--- src/rtl/playfair_digram_cipher_defines.svh ---
// ----------------------------------------------------------------------------
// Playfair digram cipher - assertion macros
// Clocked checks on clk, disabled while rst_n is low; empty when ASSERT_OFF.
// ----------------------------------------------------------------------------
`ifndef PLAYFAIR_DIGRAM_CIPHER_DEFINES_SVH
`define PLAYFAIR_DIGRAM_CIPHER_DEFINES_SVH

`ifndef ASSERT_OFF
// Property must hold at every clock edge outside reset
`define PFC_ASSERT(lbl, prop, msg) \
  lbl: assert property (@(posedge clk) disable iff (!rst_n) (prop)) else $error(msg);
// Expression must never be true outside reset
`define PFC_ASSERT_NEVER(lbl, expr, msg) \
  lbl: assert property (@(posedge clk) disable iff (!rst_n) !(expr)) else $error(msg);
`else
`define PFC_ASSERT(lbl, prop, msg)
`define PFC_ASSERT_NEVER(lbl, expr, msg)
`endif

`endif

--- src/rtl/pfc_pkg.sv ---
// ----------------------------------------------------------------------------
// Playfair digram cipher - shared package
// Letter constants, opcodes, rule codes, table port structs and helpers.
// ----------------------------------------------------------------------------
`default_nettype none

package pfc_pkg;

  localparam int unsigned ALPHABET = 26;
  localparam int unsigned CELLS    = 25;
  localparam int unsigned SIDE     = 5;

  localparam logic [4:0] LETTER_I = 5'd8;
  localparam logic [4:0] LETTER_J = 5'd9;
  localparam logic [4:0] LETTER_X = 5'd23;

  typedef enum logic [1:0] {
    OP_KEY  = 2'd0,
    OP_DONE = 2'd1,
    OP_TEXT = 2'd2,
    OP_END  = 2'd3
  } opcode_t;

  typedef enum logic [1:0] {
    RULE_ROW  = 2'd0,
    RULE_COL  = 2'd1,
    RULE_RECT = 2'd2
  } rule_t;

  // Write port: square cell gets the letter, the letter gets its position
  typedef struct packed {
    logic       we;
    logic [4:0] slot;
    logic [4:0] letter;
    logic [5:0] pos;
  } tbl_wr_t;

  // Read requests for both memories
  typedef struct packed {
    logic       pos_re;
    logic [4:0] pos_a;
    logic [4:0] pos_b;
    logic       sq_re;
    logic [4:0] sq_a;
    logic [4:0] sq_b;
  } tbl_rd_t;

  // Registered read data
  typedef struct packed {
    logic [5:0] pos_a;
    logic [5:0] pos_b;
    logic [4:0] sq_a;
    logic [4:0] sq_b;
  } tbl_q_t;

  // Result handed to the output register
  typedef struct packed {
    logic       valid;
    logic [4:0] first;
    logic [4:0] second;
    rule_t      rule;
  } res_t;

  // j is looked up as i inside a pair
  function automatic logic [4:0] map_j(input logic [4:0] l);
    return (l == LETTER_J) ? LETTER_I : l;
  endfunction

  // Fold a 3-bit coordinate into 0..4
  function automatic logic [2:0] mod5(input logic [2:0] v);
    return (v >= 3'(SIDE)) ? v - 3'(SIDE) : v;
  endfunction

  // Step a coordinate with wrap-around
  function automatic logic [2:0] inc5(input logic [2:0] v);
    return (v == 3'(SIDE - 1)) ? 3'd0 : v + 3'd1;
  endfunction

  // Row-major cell index r*5 + c
  function automatic logic [4:0] cell_idx(input logic [2:0] r, input logic [2:0] c);
    return {r, 2'b00} + 5'(r) + 5'(c);
  endfunction

endpackage

`default_nettype wire

--- src/rtl/pfc_tables.sv ---
// ----------------------------------------------------------------------------
// Playfair digram cipher - square and position memories
// Two synchronous memories, one write and two registered reads each.
// ----------------------------------------------------------------------------
`default_nettype none

module pfc_tables
  import pfc_pkg::*;
(
  input  wire logic    clk,
  input  wire tbl_wr_t wr,
  input  wire tbl_rd_t rd,
  output tbl_q_t       q
);

  logic [4:0] sq_mem  [0:CELLS-1];
  logic [5:0] pos_mem [0:ALPHABET-1];

  logic [5:0] pos_a_r, pos_b_r;
  logic [4:0] sq_a_r, sq_b_r;

  // Write the cell and the letter's position together
  always_ff @(posedge clk) begin
    if (wr.we) begin
      sq_mem[wr.slot]    <= wr.letter;
      pos_mem[wr.letter] <= wr.pos;
    end
  end

  // Read positions; hold data until the next request
  always_ff @(posedge clk) begin
    if (rd.pos_re) begin
      pos_a_r <= pos_mem[rd.pos_a];
      pos_b_r <= pos_mem[rd.pos_b];
    end
  end

  // Read cipher cells; hold data until the next request
  always_ff @(posedge clk) begin
    if (rd.sq_re) begin
      sq_a_r <= sq_mem[rd.sq_a];
      sq_b_r <= sq_mem[rd.sq_b];
    end
  end

  assign q.pos_a = pos_a_r;
  assign q.pos_b = pos_b_r;
  assign q.sq_a  = sq_a_r;
  assign q.sq_b  = sq_b_r;

endmodule

`default_nettype wire

--- src/rtl/pfc_ctrl.sv ---
// ----------------------------------------------------------------------------
// Playfair digram cipher - sequencer
// Key placement, key-done fill sweep, pairing and the two-read encipher walk.
// ----------------------------------------------------------------------------
`default_nettype none

`include "playfair_digram_cipher_defines.svh"

module pfc_ctrl
  import pfc_pkg::*;
(
  input  wire logic       clk,
  input  wire logic       rst_n,
  input  wire logic       in_valid,
  output logic            in_ready,
  input  wire logic [1:0] in_opcode,
  input  wire logic [4:0] in_letter,
  input  wire logic [4:0] filler,
  input  wire logic       out_free,
  output res_t            res,
  output tbl_wr_t         wr,
  output tbl_rd_t         rd,
  input  wire tbl_q_t     q
);

  typedef enum logic [3:0] {
    ST_IDLE = 4'b0001,
    ST_FILL = 4'b0010,
    ST_POS  = 4'b0100,
    ST_SQ   = 4'b1000
  } state_t;

  localparam logic [ALPHABET-1:0] USED_RESET = ALPHABET'(1) << LETTER_J;

  state_t              state_r, state_nxt;
  logic [ALPHABET-1:0] used_r, used_nxt;
  logic [4:0]          fill_r, fill_nxt;
  logic [2:0]          row_r, row_nxt;
  logic [2:0]          col_r, col_nxt;
  logic [4:0]          k_r, k_nxt;
  logic                square_ready_r, square_ready_nxt;
  logic [4:0]          held_r, held_nxt;
  logic                held_valid_r, held_valid_nxt;
  rule_t               rule_r, rule_nxt;

  logic                accept;
  logic                letter_ok;
  logic                fill_last;
  logic                new_key;
  logic                place_en;
  logic [4:0]          place_letter;
  logic [4:0]          fill_base;
  logic [2:0]          row_base, col_base;
  logic [ALPHABET-1:0] used_base;
  logic                enc;
  logic [4:0]          enc_b;
  logic [2:0]          ra, ca, rb, cb;

  assign accept    = in_valid && in_ready;
  assign letter_ok = in_letter < 5'(ALPHABET);
  assign fill_last = (state_r == ST_FILL) && (k_r == 5'(ALPHABET - 1));
  assign new_key   = accept && (in_opcode == OP_KEY) && square_ready_r;

  // Coordinates of the pair just read from the position memory
  assign ra = mod5(q.pos_a[5:3]);
  assign ca = mod5(q.pos_a[2:0]);
  assign rb = mod5(q.pos_b[5:3]);
  assign cb = mod5(q.pos_b[2:0]);

  // Next-state logic
  always_comb begin
    state_nxt        = state_r;
    used_nxt         = used_r;
    fill_nxt         = fill_r;
    row_nxt          = row_r;
    col_nxt          = col_r;
    k_nxt            = k_r;
    square_ready_nxt = square_ready_r;
    held_nxt         = held_r;
    held_valid_nxt   = held_valid_r;
    rule_nxt         = rule_r;
    in_ready         = (state_r == ST_IDLE);
    wr               = '0;
    rd               = '0;
    place_en         = 1'b0;
    place_letter     = in_letter;
    fill_base        = fill_r;
    row_base         = row_r;
    col_base         = col_r;
    used_base        = used_r;
    enc              = 1'b0;
    enc_b            = filler;

    unique case (state_r)
      ST_IDLE: begin
        if (accept) begin
          unique case (opcode_t'(in_opcode))
            OP_KEY: begin
              // A key letter after key-done opens a new square
              if (new_key) begin
                used_base        = USED_RESET;
                fill_base        = '0;
                row_base         = '0;
                col_base         = '0;
                square_ready_nxt = 1'b0;
                held_valid_nxt   = 1'b0;
                held_nxt         = '0;
              end
              used_nxt  = used_base;
              fill_nxt  = fill_base;
              row_nxt   = row_base;
              col_nxt   = col_base;
              place_en  = letter_ok && !used_base[in_letter] && (fill_base < 5'(CELLS));
            end
            OP_DONE: begin
              k_nxt     = '0;
              state_nxt = ST_FILL;
            end
            OP_TEXT: begin
              if (letter_ok) begin
                if (!held_valid_r) begin
                  held_nxt       = in_letter;
                  held_valid_nxt = 1'b1;
                end else if (held_r == in_letter) begin
                  // Doubled pair: split with the filler, keep the letter held
                  enc   = 1'b1;
                  enc_b = filler;
                end else begin
                  enc            = 1'b1;
                  enc_b          = in_letter;
                  held_valid_nxt = 1'b0;
                  held_nxt       = '0;
                end
              end
            end
            OP_END: begin
              // Pad an odd leftover letter
              if (held_valid_r) begin
                enc            = 1'b1;
                enc_b          = filler;
                held_valid_nxt = 1'b0;
                held_nxt       = '0;
              end
            end
            default: ;
          endcase
          if (enc) begin
            rd.pos_re = 1'b1;
            rd.pos_a  = map_j(held_r);
            rd.pos_b  = map_j(enc_b);
            state_nxt = ST_POS;
          end
        end
      end

      ST_FILL: begin
        // Sweep the alphabet, placing each unused letter
        place_letter = k_r;
        place_en     = !used_r[k_r] && (fill_r < 5'(CELLS));
        if (fill_last) begin
          square_ready_nxt = 1'b1;
          state_nxt        = ST_IDLE;
        end else begin
          k_nxt = k_r + 5'd1;
        end
      end

      ST_POS: begin
        // Pick the rule and request both cipher cells
        rd.sq_re = 1'b1;
        if (ra == rb) begin
          rule_nxt = RULE_ROW;
          rd.sq_a  = cell_idx(ra, inc5(ca));
          rd.sq_b  = cell_idx(rb, inc5(cb));
        end else if (ca == cb) begin
          rule_nxt = RULE_COL;
          rd.sq_a  = cell_idx(inc5(ra), ca);
          rd.sq_b  = cell_idx(inc5(rb), cb);
        end else begin
          rule_nxt = RULE_RECT;
          rd.sq_a  = cell_idx(ra, cb);
          rd.sq_b  = cell_idx(rb, ca);
        end
        state_nxt = ST_SQ;
      end

      ST_SQ: begin
        // Hold until the output register is free
        if (out_free) state_nxt = ST_IDLE;
      end

      default: state_nxt = ST_IDLE;
    endcase

    // Place one letter at the current fill position
    if (place_en) begin
      wr.we                  = 1'b1;
      wr.slot                = fill_base;
      wr.letter              = place_letter;
      wr.pos                 = {row_base, col_base};
      used_nxt[place_letter] = 1'b1;
      fill_nxt               = fill_base + 5'd1;
      if (col_base == 3'(SIDE - 1)) begin
        col_nxt = '0;
        row_nxt = row_base + 3'd1;
      end else begin
        col_nxt = col_base + 3'd1;
      end
    end
  end

  // State registers
  always_ff @(posedge clk) begin
    if (!rst_n) begin
      state_r        <= ST_IDLE;
      used_r         <= USED_RESET;
      fill_r         <= '0;
      row_r          <= '0;
      col_r          <= '0;
      k_r            <= '0;
      square_ready_r <= 1'b0;
      held_r         <= '0;
      held_valid_r   <= 1'b0;
      rule_r         <= RULE_ROW;
    end else begin
      state_r        <= state_nxt;
      used_r         <= used_nxt;
      fill_r         <= fill_nxt;
      row_r          <= row_nxt;
      col_r          <= col_nxt;
      k_r            <= k_nxt;
      square_ready_r <= square_ready_nxt;
      held_r         <= held_nxt;
      held_valid_r   <= held_valid_nxt;
      rule_r         <= rule_nxt;
    end
  end

  assign res.valid  = (state_r == ST_SQ);
  assign res.first  = q.sq_a;
  assign res.second = q.sq_b;
  assign res.rule   = rule_r;

  `PFC_ASSERT(a_fill_sets_ready, fill_last |=> square_ready_r, "fill sweep left square not ready")
  `PFC_ASSERT_NEVER(a_fill_bound, fill_r > 5'(CELLS), "fill count ran past the square")
  `PFC_ASSERT_NEVER(a_j_never_free, !used_r[LETTER_J], "j marked as free for placement")
  `PFC_ASSERT(a_new_key_drops_held, new_key |=> !held_valid_r, "new key kept a held letter")
  `PFC_ASSERT(a_result_waits, (res.valid && !out_free) |=> res.valid, "pair dropped while output busy")

endmodule

`default_nettype wire

--- src/rtl/playfair_digram_cipher.sv ---
// ----------------------------------------------------------------------------
// Playfair digram cipher - top level
// Builds a 5x5 key square in memory and enciphers plaintext letter pairs.
// ----------------------------------------------------------------------------
//  Channel | Direction | Handshake        | Payload
//  in      | input     | in_valid/ready   | in_opcode, in_letter
//  out     | output    | out_valid/ready  | out_first_cipher, out_second_cipher, out_rule_used
//  cfg     | input     | cfg_valid/ready  | cfg_filler_letter
//
//  Key letter, a plaintext letter that is only held, and text done with nothing held: handled in idle.
//  A pair to encipher: position read, then cell read, then result (held while the output is busy).
//  Key done: a fill sweep through the alphabet, one alphabet letter per cycle.
//  Synchronous active-low reset; the memories need no clearing pass.
//  A stalled output holds one finished pair; a second pair waits in the sequencer
//  and stops the input until the output register frees.
// ----------------------------------------------------------------------------
`default_nettype none

module playfair_digram_cipher
  import pfc_pkg::*;
(
  input  wire logic       clk,
  input  wire logic       rst_n,
  input  wire logic       in_valid,
  output logic            in_ready,
  input  wire logic [1:0] in_opcode,
  input  wire logic [4:0] in_letter,
  output logic            out_valid,
  input  wire logic       out_ready,
  output logic [4:0]      out_first_cipher,
  output logic [4:0]      out_second_cipher,
  output logic [1:0]      out_rule_used,
  input  wire logic       cfg_valid,
  output logic            cfg_ready,
  input  wire logic [4:0] cfg_filler_letter
);

  logic [4:0] filler_r;
  logic [4:0] filler_eff;
  logic       out_valid_r;
  logic [4:0] first_r, second_r;
  logic [1:0] rule_r;
  logic       out_free;
  res_t       res;
  tbl_wr_t    wr;
  tbl_rd_t    rd;
  tbl_q_t     q;

  assign cfg_ready  = 1'b1;
  assign filler_eff = (filler_r < 5'(ALPHABET)) ? filler_r : LETTER_X;
  assign out_free   = !out_valid_r || out_ready;

  // Filler register
  always_ff @(posedge clk) begin
    if (!rst_n) begin
      filler_r <= LETTER_X;
    end else if (cfg_valid && cfg_ready) begin
      filler_r <= cfg_filler_letter;
    end
  end

  // Output register: load a finished pair, drop it once taken
  always_ff @(posedge clk) begin
    if (!rst_n) begin
      out_valid_r <= 1'b0;
    end else if (res.valid && out_free) begin
      out_valid_r <= 1'b1;
    end else if (out_ready) begin
      out_valid_r <= 1'b0;
    end
  end

  always_ff @(posedge clk) begin
    if (res.valid && out_free) begin
      first_r  <= res.first;
      second_r <= res.second;
      rule_r   <= res.rule;
    end
  end

  assign out_valid         = out_valid_r;
  assign out_first_cipher  = first_r;
  assign out_second_cipher = second_r;
  assign out_rule_used     = rule_r;

  pfc_ctrl u_ctrl (
    .clk       (clk),
    .rst_n     (rst_n),
    .in_valid  (in_valid),
    .in_ready  (in_ready),
    .in_opcode (in_opcode),
    .in_letter (in_letter),
    .filler    (filler_eff),
    .out_free  (out_free),
    .res       (res),
    .wr        (wr),
    .rd        (rd),
    .q         (q)
  );

  pfc_tables u_tables (
    .clk (clk),
    .wr  (wr),
    .rd  (rd),
    .q   (q)
  );

endmodule

`default_nettype wire
--- config.mk ---
export PLATFORM = sky130hd
export DESIGN_NAME = playfair_digram_cipher
export DESIGN_NICKNAME = d
export VERILOG_FILES = /design/src/rtl/pfc_pkg.sv /design/src/rtl/pfc_tables.sv /design/src/rtl/pfc_ctrl.sv /design/src/rtl/playfair_digram_cipher.sv
export VERILOG_INCLUDE_DIRS = /design/src /design/src/rtl
export SDC_FILE = /design/constraint.sdc
export NUM_CORES = 1
export LEC_CHECK = 0
export BUFFER_PORTS_ARGS = -buffer_cell sky130_fd_sc_hd__buf_2
export CAP_MARGIN = 20
export CORE_MARGIN = 3
export CORE_UTILIZATION = 50
export CTS_BUF_LIST = sky130_fd_sc_hd__clkbuf_8
export CTS_CLUSTER_SIZE = 14
export DETAILED_ROUTE_END_ITERATION = 10
export PLACE_DENSITY_LB_ADDON = 0.25
export SLEW_MARGIN = 20
export SYNTH_ARGS = -nofsm -noshare
export SYNTH_HDL_FRONTEND = slang
export SYNTH_SLANG_ARGS = --single-unit
export TNS_END_PERCENT = 50
--- constraint.sdc ---
create_clock -name clk -period 4.6 [get_ports clk]
set_input_delay 0 -clock clk [delete_from_list [all_inputs] [get_ports clk]]
set_output_delay 0 -clock clk [all_outputs]
set_load 0.005 [all_outputs]
After elaboration in Yosys (flattened, before gate mapping)
Memory sizes are Yosys's and may differ from the RTL's. A register that Yosys moved wholly into a read port is not among the register bits.
Index checks and enable logic that the tools add are counted.

word-level totals
  RAM bits = 281
  input bits = 17
  logic and storage cells = 202
  bits in registers = 73
  memories = 2
  output and inout bits = 15

operators by class
  reduce and logical (&&, ||, !) cells = 22
  bitwise logic cells = 1
  add/subtract/negate cells = 22
  $lt $le $gt $ge = 12
  mux-type cells = 98
  eq/ne operators = 30

memories
  memory            depth  bits a word  read ports  clocked after memory_dff  write ports  line              text
  u_tables.pos_mem  26     6            2           2                         1            pfc_tables.sv:17  logic [5:0] pos_mem [0:ALPHABET-1];
  u_tables.sq_mem   25     5            2           2                         1            pfc_tables.sv:16  logic [4:0] sq_mem [0:CELLS-1];

operator list
  kind                 number
  $mux 26              8
  $mux 5               26
  $mux 3               20
  $add 5x3->5          10
  $mux 11              4
  $or 26x26->26        1
  $lt 5x5->1 const B   4
  $mux 1               20
  $mux 10              2
  $mux 4               5
  $add 3x1->3 const B  6
  $lt 5x6->1 const B   3
  $mux 17              1
  $pmux 4 s4           1
  $eq 3x3->1 const B   5
  $pmux 5 s3           1
  $ge 3x3->1 const B   4
  $ne 2x2->1 const B   6
  $sub 3x3->3 const B  4
  $add 5x1->5 const B  2
  $bmux 1 s5           2
  $eq 5x4->1 const B   2
  $pmux 5 s2           1
  $reduce_and 5->1     2
  24 further kinds     45

Longest topological paths before layout
Gate-level depths: netlist (run 1).

  depth in word-level cells = 19
  mapped depth = 20

Cells and area by module
From an unflattened synthesis (run 1), not the netlist that was laid out.

second synthesis, totals
  cell total of the unflattened synthesis = 1552
  area total of the unflattened synthesis = 19981.7 µm²

modules (own cells, without submodules)
  module                  area an instance (µm²)  seq. area each (µm²)  times used  cells each
  pfc_tables              14202.4                 9098.7                1           878
  pfc_ctrl                5127.4                  1101.1                1           632
  playfair_digram_cipher  651.9                   480.5                 1           42

Least setup slack after synthesis (run 1)
No wires, ideal clock.

  path type = register to register
  start point = register u_tables.pos_b_r[4], read port of u_tables.pos_mem
  end point = register u_tables.sq_b_r[1], read port of u_tables.sq_mem (data pin)
  arrival time = 4124 ps
  buffers on the path = 1
  slack = 207 ps
  stages on the path, launching flop included = 18
  path through = edfxtp_1 inv_1 ha_1 a211o_1 inv_1 ha_1 nor2_1 mux2i_1 fa_1 fa_1 xnor2_1 nand4_1 a31oi_2 and2_1 clkbuf_1 a2111oi_0 nor4_1 o22ai_1

between the ends
  longest elaborated chain between the ends = 9

ends and longest elaborated chain
  item                                       line              text
  start, declared                            pfc_tables.sv:19  logic [5:0] pos_a_r, pos_b_r;
  $sub 3x3->3 or $ge 3x3->1 (tied branches)  pfc_pkg.sv:71     return (v >= 3'(SIDE)) ? v - 3'(SIDE) : v;
  $mux 3 (*)                                 pfc_pkg.sv:71
  $add 3x1->3 or $eq 3x3->1 (tied branches)  pfc_pkg.sv:76     return (v == 3'(SIDE - 1)) ? 3'd0 : v + 3'd1;
  $mux 3                                     pfc_pkg.sv:76
  $add 5x3->5 (2 in series)                  pfc_pkg.sv:81     return {r, 2'b00} + 5'(r) + 5'(c);
  $mux 10                                    pfc_ctrl.sv:175   end else if (ca == cb) begin
  $mux 10 (*)                                pfc_ctrl.sv:171   if (ra == rb) begin
  $mux 11 (*)                                pfc_ctrl.sv:94    unique case (state_r)
  end, declared                              pfc_tables.sv:20  logic [4:0] sq_a_r, sq_b_r;

Every way passes the cells marked *; elsewhere a longest branch is shown, timed or not.
A chain may end at the register's enable or synchronous reset.

Worst setup path in the final report (run 1)
  start point = register u_tables.pos_b_r[1], read port of u_tables.pos_mem
  end point = register u_tables.sq_b_r[0], read port of u_tables.sq_mem (data pin)

between the ends
  longest elaborated chain between the ends = 7

ends and longest elaborated chain
  item                                       line
  $sub 3x3->3 or $ge 3x3->1 (tied branches)  pfc_pkg.sv:71
  $mux 3 (*)                                 pfc_pkg.sv:71
  $add 3x1->3 or $eq 3x3->1 (tied branches)  pfc_pkg.sv:76
  $mux 3                                     pfc_pkg.sv:76
  $add 5x3->5                                pfc_pkg.sv:81
  $mux 10 (*)                                pfc_ctrl.sv:171
  $mux 11 (*)                                pfc_ctrl.sv:94

Marks and branches as above.

==> report_table.html, run 1 <==
<table>
<tr><th>Metric</th><th>Value</th></tr>
<tr><th colspan="2">Synthesis</th></tr>
<tr><td>FFs w/ async S/R, synth</td><td>0</td></tr>
<tr><td>Total standard cell area after synthesis</td><td>21,000 µm²</td></tr>
<tr><td>Count of flip-flops with a built-in enable after synthesis</td><td>315</td></tr>
<tr><td>Syn_area_per_cell</td><td>10.8 µm²</td></tr>
<tr><td>Nets in the synthesized netlist</td><td>2,029</td></tr>
<tr><td>Most frequent cell after synthesis</td><td>sky130_fd_sc_hd__edfxtp_1</td></tr>
<tr><td>Number of distinct standard cells referenced by the synthesized netlist</td><td>93</td></tr>
<tr><td>Most instantiated cells after synthesis</td><td>sky130_fd_sc_hd__edfxtp_1 (315), sky130_fd_sc_hd__nand2_1 (301), sky130_fd_sc_hd__mux2i_1 (172)</td></tr>
<tr><td>Number of synthesized register bits</td><td>376</td></tr>
<tr><td>Gate count after technology mapping</td><td>1,954</td></tr>
<tr><td>Share of synthesized area occupied by flip-flops and latches</td><td>0.508</td></tr>
<tr><td>Number of synthesis warnings</td><td>0</td></tr>
<tr><td>Prevailing post-synth register cell</td><td>sky130_fd_sc_hd__edfxtp_1</td></tr>
<tr><td>Area fraction of the dominant cell type after synthesis</td><td>0.450</td></tr>
<tr><td>Ranking of synthesized cells by area</td><td>sky130_fd_sc_hd__edfxtp_1 (45%), sky130_fd_sc_hd__mux2i_1 (8.2%), sky130_fd_sc_hd__dfxtp_1 (5.8%)</td></tr>
<tr><td>Biggest area consumer among synthesized cells</td><td>sky130_fd_sc_hd__edfxtp_1</td></tr>
<tr><th colspan="2">Drt</th></tr>
<tr><td>Post-Route WL</td><td>62,100 µm</td></tr>
<tr><td>Average routed wire per standard cell</td><td>23.4 µm</td></tr>
<tr><td>DRC viols</td><td>0</td></tr>
<tr><td>Routed vias/inst</td><td>6.31</td></tr>
<tr><td>Drt pass-1 iters</td><td>5</td></tr>
<tr><td>Violation count after the first detailed-route iteration</td><td>1,569</td></tr>
<tr><td>Routed Antenna Nets</td><td>0</td></tr>
<tr><td>Via count of the routed design</td><td>16,700</td></tr>
<tr><th colspan="2">Final layout</th></tr>
<tr><td>Layout Utilization</td><td>0.584</td></tr>
<tr><td>Area Growth Syn to Fin</td><td>14.6%</td></tr>
<tr><td>Share of post-route cells with drive strength above 1</td><td>0.176</td></tr>
<tr><td>FILL cells</td><td>3,402</td></tr>
<tr><td>Antenna cells</td><td>0</td></tr>
<tr><td># nets final</td><td>2,143</td></tr>
<tr><th colspan="2">Hold path</th></tr>
<tr><td>Class of the tightest hold or removal check</td><td>in2reg</td></tr>
<tr><td>Count of cells along the worst hold path</td><td>5</td></tr>
<tr><th colspan="2">Setup path</th></tr>
<tr><td>Cells along the critical path</td><td>inv_1 &gt; ha_1 &gt; a211o_2 &gt; ha_1 &gt; a21oi_1 &gt; ha_1 &gt; inv_1 &gt; fa_1 &gt; a41o_1 &gt; a31o_1 &gt; buf_12 &gt; a221oi_1 &gt; a211oi_1 &gt; nor4_1 &gt; o22ai_1</td></tr>
<tr><td>Cell depth of the worst flop-to-flop path</td><td>15</td></tr>
<tr><td>Crit path arrival time</td><td>4.86 ns</td></tr>
<tr><td>Delay-heaviest family, CP</td><td>compound AO/OA/AOI/OAI gates</td></tr>
<tr><td>Endpoint required time on the critical path</td><td>4.97 ns</td></tr>
<tr><td>Setup crit end kind</td><td>flip-flop</td></tr>
<tr><td>Critical path's largest stage delay</td><td>0.56 ns</td></tr>
<tr><td>Most frequent CP cell</td><td>sky130_fd_sc_hd__ha_1</td></tr>
<tr><td>Crit path depth</td><td>15</td></tr>
<tr><td>Slack of the worst reg-to-reg path</td><td>0.11 ns</td></tr>
<tr><td>Critical setup path kind</td><td>reg2reg</td></tr>
<tr><td>Worst Path Max Fanout</td><td>36</td></tr>
<tr><td>Number of buffers and inverters on the critical path</td><td>3</td></tr>
<tr><td>Max stage delay cell, worst path</td><td>sky130_fd_sc_hd__a221oi_1</td></tr>
<tr><td>Crit path launch type</td><td>flip-flop</td></tr>
<tr><th colspan="2">Global route</th></tr>
<tr><td>Maximum number of pins on one net before global-route repair</td><td>60</td></tr>
<tr><td>Total GRT Usage</td><td>0.275</td></tr>
<tr><td>Global route total overflow</td><td>0</td></tr>
<tr><td>First-pass GRT wire length</td><td>94,400 µm</td></tr>
<tr><td>Number of global-route vias before repair</td><td>16,200</td></tr>
<tr><td>Number of antenna violations at the first check in global routing</td><td>0</td></tr>
<tr><th colspan="2">Power</th></tr>
<tr><td>Overall power consumption</td><td>7.47 mW</td></tr>
<tr><td>Power Dens Cells</td><td>310 nW/µm²</td></tr>
<tr><td>Leakage power figure</td><td>8.73 nW</td></tr>
<tr><td>Worst voltage drop across the vdd grid</td><td>379 µV</td></tr>
<tr><th colspan="2">Clocking</th></tr>
<tr><td>TritonCTS buffer count</td><td>66</td></tr>
<tr><td>TritonCTS clock tree</td><td>yes</td></tr>
<tr><td>Max clock buf depth</td><td>3</td></tr>
<tr><td>Cell at the root of the clock tree</td><td>sky130_fd_sc_hd__clkbuf_8</td></tr>
<tr><td>Htree depth</td><td>3</td></tr>
<tr><td>Clock tree sinks</td><td>376</td></tr>
<tr><td>Clock latency at the later pin of the worst-skew pair</td><td>0.66 ns</td></tr>
<tr><td>CTS clock-pin slew for the worst setup and hold paths</td><td>0.06 ns</td></tr>
<tr><th colspan="2">STA</th></tr>
<tr><td>Final hold violation count</td><td>0</td></tr>
<tr><td>Clock period minus final worst setup slack</td><td>4.49 ns</td></tr>
<tr><td>Slew @ Worst Pin</td><td>0.954 ns</td></tr>
<tr><td>Crit share post-route</td><td>0.976</td></tr>
<tr><td>Worst Hold Margin</td><td>0.0507 ns</td></tr>
<tr><td>Pins over their slew limit</td><td>0</td></tr>
<tr><td>Fmax</td><td>223 MHz</td></tr>
<tr><td>RSZ-0062 raised after global routing</td><td>yes</td></tr>
<tr><td>Setup Viol. Count Final</td><td>0</td></tr>
<tr><td>Max Clock Skew</td><td>0.0509 ns</td></tr>
<tr><td>Relative slew slack</td><td>0.364</td></tr>
<tr><th colspan="2">Flow run</th></tr>
<tr><td>Max-cap violation count</td><td>0</td></tr>
<tr><th colspan="2">Floorplanning</th></tr>
<tr><td>Starting utilization of the core area</td><td>0.510</td></tr>
<tr><td>Number of cell rows</td><td>74</td></tr>
<tr><td>Count of boundary I/O pins</td><td>32</td></tr>
<tr><td>Area of the die</td><td>44,500 µm²</td></tr>
<tr><td>Core area</td><td>41,200 µm²</td></tr>
<tr><td>Horizontal die dimension</td><td>211 µm</td></tr>
<tr><td>Die Ht</td><td>211 µm</td></tr>
<tr><th colspan="2">Placement</th></tr>
<tr><td>Sum of net half-perimeters after detailed placement</td><td>43,000 µm</td></tr>
<tr><td>Number of I/O port buffers</td><td>30</td></tr>
<tr><td>Placer congestion estimate</td><td>0.986</td></tr>
<tr><th colspan="2">Run status</th></tr>
<tr><td>Status</td><td>completed</td></tr>
</table>
[layer usage]
| layer | routed length [µm] | global-route usage | part of all wire | vias to the layer above |
|---|---|---|---|---|
| met5 | 0 | 0 | 0 | - |
| met1 | 25300 | 0.365 | 0.41 | 8103 |
| met3 | 5000 | 0.0581 | 0.081 | 190 |
| met4 | 3050 | 0.121 | 0.049 | 0 |
| li1 | - | - | - | 7626 |
| met2 | 28700 | 0.440 | 0.46 | 826 |
[sequential cells by signal, indices dropped and copies added, names as in the netlist]
name	count
u_ctrl.k_r	5
u_tables.pos_b_r	6
u_ctrl.col_r	3
out_rule_used	2
u_tables.pos_a_r	6
u_ctrl.held_r	5
u_ctrl.rule_r	2
u_ctrl.held_valid_r	1
u_ctrl.square_ready_r	1
out_second_cipher	5
u_tables.pos_mem	156
out_valid	1
u_ctrl.fill_r	5
u_ctrl.used_r	26
u_tables.sq_a_r	5
u_ctrl.state_r	4
u_tables.sq_b_r	5
filler_r	5
out_first_cipher	5
u_ctrl.row_r	3
u_tables.sq_mem	125
[final timing paths]
| path | start | endpoint |
|---|---|---|
| worst max-delay path | u_tables.pos_b_r[1] | u_tables.sq_b_r[0] |
| worst min-delay path | in_letter[0] | u_ctrl.held_r[0] |
| worst max register to register | u_tables.pos_b_r[1] | u_tables.sq_b_r[0] |
| worst min register to register | u_tables.sq_a_r[0] | out_first_cipher[0] |
[layout make-up]
class                   count  area (µm²)  area share
flip-flops and latches    376       10700       0.444
inverters                  58         219     0.00909
clock inverters            54         365      0.0152
repair buffers            175        1410      0.0585
well taps                 532         666      0.0276
multi-input cells        1391        9820       0.408
clock buffers              67         922      0.0383
[power by group]
part	internal, mW	total, mW	switching [mW]	leakage (nW)
clock	1.57	3.03	1.46	0.748
combinational	0.236	0.681	0.446	4.28
sequential	3.73	3.76	0.0325	3.70
[worst reg2reg max path, cell delays in order, from the launching register on]
cell and delay [ns]:
sky130_fd_sc_hd__edfxtp_1 0.43, sky130_fd_sc_hd__inv_1 0.12, sky130_fd_sc_hd__ha_1 0.24, sky130_fd_sc_hd__a211o_2 0.44, sky130_fd_sc_hd__ha_1 0.24, sky130_fd_sc_hd__a21oi_1 0.13
sky130_fd_sc_hd__ha_1 0.18, sky130_fd_sc_hd__inv_1 0.05, sky130_fd_sc_hd__fa_1 0.51, sky130_fd_sc_hd__a41o_1 0.29, sky130_fd_sc_hd__a31o_1 0.25, sky130_fd_sc_hd__buf_12 0.18
sky130_fd_sc_hd__a221oi_1 0.58, sky130_fd_sc_hd__a211oi_1 0.12, sky130_fd_sc_hd__nor4_1 0.31, sky130_fd_sc_hd__o22ai_1 0.14
[cells in the final DEF, fill, tap and decap left out, types with 14 or more instances in the layout]
cell                            synthesis  routed
sky130_fd_sc_hd__inv_1                 52      74
sky130_fd_sc_hd__dlygate4sd3_1          0      23
sky130_fd_sc_hd__edfxtp_1             315     315
sky130_fd_sc_hd__a211oi_1              28      28
sky130_fd_sc_hd__nand3_1              125     124
sky130_fd_sc_hd__ha_1                  50      47
sky130_fd_sc_hd__clkinv_2               1      14
sky130_fd_sc_hd__a221oi_1              27      25
sky130_fd_sc_hd__mux2i_1              172     169
sky130_fd_sc_hd__nor3_1                32      31
sky130_fd_sc_hd__nand2_1              301     300
sky130_fd_sc_hd__a31oi_1               20      19
sky130_fd_sc_hd__o22ai_1               35      29
sky130_fd_sc_hd__a21oi_1               68      64
sky130_fd_sc_hd__o21ai_0               57      57
sky130_fd_sc_hd__dfxtp_1               61      61
sky130_fd_sc_hd__buf_4                  9     110
sky130_fd_sc_hd__xnor2_1               20      19
sky130_fd_sc_hd__buf_2                 53      31
sky130_fd_sc_hd__o211ai_1              16      16
sky130_fd_sc_hd__nand4_1               27      27
sky130_fd_sc_hd__a21o_1                31      31
sky130_fd_sc_hd__nor2_1               103      96
sky130_fd_sc_hd__a311oi_1              22      22
sky130_fd_sc_hd__and3_1                24      23
sky130_fd_sc_hd__clkbuf_8               0      67
[stage by stage]
step,worst slack [ns],cells,setup TNS [ns],cell area (µm²)
floorplan,0.207,1954,0,21000
global placement,-0.0674,2481,-0.0674,22100
detailed placement,-0.279,2481,-1.52,22100
CTS,-0.00182,2626,-0.00182,23700
global route,-0.0274,2653,-0.0651,24100
finish,0.110,2653,0,24100
[what timing repair did]
action                                  in CTS  in global routing
hold buffers                                23                  0
cloned                                       0                  3
gates resized for setup                     12                 47
hold endpoints to repair                    45                  0
pin swaps                                    3                 28
buffers inserted                             1                 24
endpoints found under the setup margin       9                 10
[cells by family (layout without fill, tap and decap cells)]
kind of cell    count (synthesis)  count (layout)  share of synthesized area
flops                         376             376                      0.508
other cells                     1               1                   0.000178
compound gates                405             406                      0.141
buf+inv                       189             354                     0.0402
fa+ha+maj                      58              58                     0.0374
mux                           196             196                      0.101
xor+xnor                       40              40                     0.0211
simple gates                  689             690                      0.151
Note: power is estimated with default switching activity, not from simulation.
==> run 2: changes to the inputs <==
Clock period 4.6 ns to 5.7 ns, I/O delays scaled along.
==> report_table.html, run 2 (synthesis results as in run 1) <==
<table>
<tr><th>Metric</th><th>Value</th></tr>
<tr><th colspan="2">Run status</th></tr>
<tr><td>Status</td><td>completed</td></tr>
<tr><th colspan="2">STA</th></tr>
<tr><td>Final hold violation count</td><td>0</td></tr>
<tr><td>Relative slew slack</td><td>0.230</td></tr>
<tr><td>Clock period minus final worst setup slack</td><td>5.12 ns</td></tr>
<tr><td>RSZ-0062 raised after global routing</td><td>no</td></tr>
<tr><td>Slew @ Worst Pin</td><td>1.16 ns</td></tr>
<tr><td>Crit share post-route</td><td>0.898</td></tr>
<tr><td>Fmax</td><td>195 MHz</td></tr>
<tr><td>Post-Route Setup TNS</td><td>0 ns</td></tr>
<tr><td>Worst Hold Margin</td><td>0.179 ns</td></tr>
<tr><td>Pins over their slew limit</td><td>0</td></tr>
<tr><td>Setup Viol. Count Final</td><td>0</td></tr>
<tr><td>Max Clock Skew</td><td>0.0307 ns</td></tr>
<tr><th colspan="2">Hold path</th></tr>
<tr><td>Count of cells along the worst hold path</td><td>5</td></tr>
<tr><td>Class of the tightest hold or removal check</td><td>in2reg</td></tr>
<tr><td>Hold path startpoint</td><td>out_ready</td></tr>
<tr><td>Worst hold path endpoint</td><td>out_valid</td></tr>
<tr><th colspan="2">Floorplanning</th></tr>
<tr><td>Area of the die</td><td>44,500 µm²</td></tr>
<tr><td>Die Ht</td><td>211 µm</td></tr>
<tr><td>Horizontal die dimension</td><td>211 µm</td></tr>
<tr><td>Count of boundary I/O pins</td><td>32</td></tr>
<tr><td>Core area</td><td>41,200 µm²</td></tr>
<tr><td>Number of cell rows</td><td>74</td></tr>
<tr><td>Starting utilization of the core area</td><td>0.510</td></tr>
<tr><th colspan="2">Placement</th></tr>
<tr><td>Post-detailed-placement cell area</td><td>21,600 µm²</td></tr>
<tr><td>Placer congestion estimate</td><td>0.921</td></tr>
<tr><td>Sum of net half-perimeters after detailed placement</td><td>42,100 µm</td></tr>
<tr><td>Number of I/O port buffers</td><td>30</td></tr>
<tr><th colspan="2">Drt</th></tr>
<tr><td>Post-Route WL</td><td>61,600 µm</td></tr>
<tr><td>DRC viols</td><td>0</td></tr>
<tr><td>Routed vias/inst</td><td>6.40</td></tr>
<tr><td>Average routed wire per standard cell</td><td>24.1 µm</td></tr>
<tr><td>Routed Antenna Nets</td><td>0</td></tr>
<tr><td>Violation count after the first detailed-route iteration</td><td>1,759</td></tr>
<tr><td>Via count of the routed design</td><td>16,400</td></tr>
<tr><td>Drt pass-1 iters</td><td>6</td></tr>
<tr><th colspan="2">Power</th></tr>
<tr><td>Power spent charging and discharging nets</td><td>1.54 mW</td></tr>
<tr><td>Leakage power figure</td><td>8.24 nW</td></tr>
<tr><td>Worst voltage drop across the vdd grid</td><td>346 µV</td></tr>
<tr><td>Switching power as a share of total power</td><td>0.251</td></tr>
<tr><td>Reg power frac</td><td>0.495</td></tr>
<tr><td>Power Dens Cells</td><td>264 nW/µm²</td></tr>
<tr><td>Pint</td><td>4.60 mW</td></tr>
<tr><td>Clock Power Share</td><td>0.420</td></tr>
<tr><td>Combinational share of power</td><td>0.085</td></tr>
<tr><td>Overall power consumption</td><td>6.13 mW</td></tr>
<tr><th colspan="2">Final layout</th></tr>
<tr><td># nets final</td><td>2,057</td></tr>
<tr><td>Share of post-route cells with drive strength above 1</td><td>0.125</td></tr>
<tr><td>Register containing the most flip-flops in the final layout</td><td>u_tables.pos_mem</td></tr>
<tr><td>Antenna cells</td><td>0</td></tr>
<tr><td>Area Growth Syn to Fin</td><td>10.6%</td></tr>
<tr><td>Post-route cell area</td><td>23,200 µm²</td></tr>
<tr><td>Layout Utilization</td><td>0.564</td></tr>
<tr><td>Most common cell after layout, fill and taps aside</td><td>sky130_fd_sc_hd__edfxtp_1</td></tr>
<tr><td>Largest registers</td><td>u_tables.pos_mem (156), u_tables.sq_mem (125), u_ctrl.used_r (26)</td></tr>
<tr><td>Highest-count cells in the layout ignoring fill and taps</td><td>sky130_fd_sc_hd__edfxtp_1 (315), sky130_fd_sc_hd__nand2_1 (301), sky130_fd_sc_hd__mux2i_1 (172)</td></tr>
<tr><td>Flip-flop count of the largest register after layout</td><td>156</td></tr>
<tr><th colspan="2">Global route</th></tr>
<tr><td>Number of antenna violations at the first check in global routing</td><td>0</td></tr>
<tr><td>Maximum number of pins on one net before global-route repair</td><td>60</td></tr>
<tr><td>Number of global-route vias before repair</td><td>15,700</td></tr>
<tr><td>Global route total overflow</td><td>0</td></tr>
<tr><td>Total GRT Usage</td><td>0.273</td></tr>
<tr><td>First-pass GRT wire length</td><td>93,400 µm</td></tr>
<tr><th colspan="2">Setup path</th></tr>
<tr><td>Critical setup path kind</td><td>reg2reg</td></tr>
<tr><td>R2R Path End</td><td>u_tables.sq_a_r[2]</td></tr>
<tr><td>Crit path launch type</td><td>flip-flop</td></tr>
<tr><td>Startpoint of the worst-slack reg-to-reg timing path</td><td>u_tables.pos_a_r[3]</td></tr>
<tr><td>Critical path's largest stage delay</td><td>0.70 ns</td></tr>
<tr><td>Setup crit end kind</td><td>flip-flop</td></tr>
<tr><td>Most frequent CP cell</td><td>sky130_fd_sc_hd__inv_1</td></tr>
<tr><td>Cell depth of the worst flop-to-flop path</td><td>16</td></tr>
<tr><td>Worst Path Max Fanout</td><td>18</td></tr>
<tr><td>Crit path arrival time</td><td>5.52 ns</td></tr>
<tr><td>Endpoint required time on the critical path</td><td>6.10 ns</td></tr>
<tr><td>Slack of the worst reg-to-reg path</td><td>0.58 ns</td></tr>
<tr><td>Start point of the critical path</td><td>u_tables.pos_a_r[3]</td></tr>
<tr><td>Max stage delay cell, worst path</td><td>sky130_fd_sc_hd__o31ai_4</td></tr>
<tr><td>Cells along the critical path</td><td>inv_1 &gt; ha_1 &gt; a21oi_2 &gt; buf_4 &gt; inv_1 &gt; ha_1 &gt; a21oi_1 &gt; inv_1 &gt; fa_1 &gt; fa_1 &gt; and4_1 &gt; o31ai_4 &gt; nand2_2 &gt; a2111oi_0 &gt; o41a_1 &gt; o22ai_1</td></tr>
<tr><th colspan="2">Clocking</th></tr>
<tr><td>Clock latency at the later pin of the worst-skew pair</td><td>0.70 ns</td></tr>
<tr><td>Htree depth</td><td>2</td></tr>
<tr><td>Cell at the root of the clock tree</td><td>sky130_fd_sc_hd__clkbuf_8</td></tr>
<tr><td>Clock tree sinks</td><td>376</td></tr>
<tr><td>Post-CTS sizing</td><td>0</td></tr>
<tr><td>TritonCTS buffer count</td><td>61</td></tr>
<tr><td>Max clock buf depth</td><td>3</td></tr>
<tr><td>TritonCTS clock tree</td><td>yes</td></tr>
<tr><td>CTS clock-pin slew for the worst setup and hold paths</td><td>0.06 ns</td></tr>
<tr><th colspan="2">Flow run</th></tr>
<tr><td>Max-cap violation count</td><td>0</td></tr>
</table>
==> run 2: cell types whose count changed in the layout (fill, tap and decap cells not counted), moves of 4 or more <==
cell                        previous run  this run
sky130_fd_sc_hd__buf_4               110        38
sky130_fd_sc_hd__inv_1                74        62
sky130_fd_sc_hd__a2111oi_0             7        16
sky130_fd_sc_hd__a2111oi_2             6         0
sky130_fd_sc_hd__o22ai_1              29        35
sky130_fd_sc_hd__o22ai_2               6         0
sky130_fd_sc_hd__buf_12                8         3
sky130_fd_sc_hd__bufinv_16             3         8
sky130_fd_sc_hd__nor2_2                7         2
sky130_fd_sc_hd__nor4_1               10        15
sky130_fd_sc_hd__nor4_2                4         0
==> run 2: power groups by stage <==
stage | Sequential [mW] | Combinational [mW] | Clock (mW)
global route | 3.04 | 0.561 | 2.74
global placement | 3.09 | 0.477 | 0
CTS | 3.04 | 0.506 | 2.62
finish | 3.04 | 0.519 | 2.58
detailed placement | 3.09 | 0.490 | 0
floorplan | 3.08 | 0.341 | 0
==> run 2: repair_timing <==
item                      CTS  global route
hold buffers               25             0
hold endpoints to repair   56             0
setup buffers               0             0
==> run 2: worst max-delay path by stage <==
stage	to	slack [ns]	depth (start not counted)
6_report	u_tables.sq_a_r[2]	0.58	16
5_1_grt	u_tables.sq_a_r[2]	0.32	17
4_1_cts	u_tables.sq_a_r[2]	0.66	16
3_5_place_dp	u_tables.sq_a_r[2]	0.69	16
3_3_place_gp	u_tables.sq_b_r[0]	0.88	16
2_1_floorplan	u_tables.sq_b_r[0]	1.31	17
==> run 2: through the flow <==
stage	setup WS [ns]	cells
after floorplan	1.31	1954
after CTS	0.656	2562
after global routing	0.320	2562
after global placement	0.877	2426
final	0.584	2562
after detailed placement	0.687	2426
==> run 2: routing by layer <==
layer / up-vias / wire length [µm] / global-route usage
met4: 0 / 2800 / 0.124
met3: 158 / 5020 / 0.0426
li1: 7445 / - / -
met2: 860 / 28900 / 0.440
met5: - / 0 / 0
met1: 7940 / 24900 / 0.367
==> run 2: cell type report <==
| type | instances | area, µm² |
|---|---|---|
| sequential | 376 | 10700 |
| tap | 532 | 666 |
| inverter | 58 | 219 |
| fill | 3431 | 18000 |
| clock buffer | 64 | 881 |
| timing repair buffer | 96 | 746 |
| clock inverter | 47 | 452 |
| multi-input combinational | 1389 | 9600 |
==> run 2: worst max-delay path, delay by kind of cell, from the launching register on <==
family | cells | cell delay (ns)
AO/OA/AOI/OAI | 6 | 1.89
adder cells (fa/ha/maj) | 4 | 1.46
AND/OR/NAND/NOR | 2 | 0.57
buffers and inverters | 4 | 0.50
flip-flops | 1 | 0.39
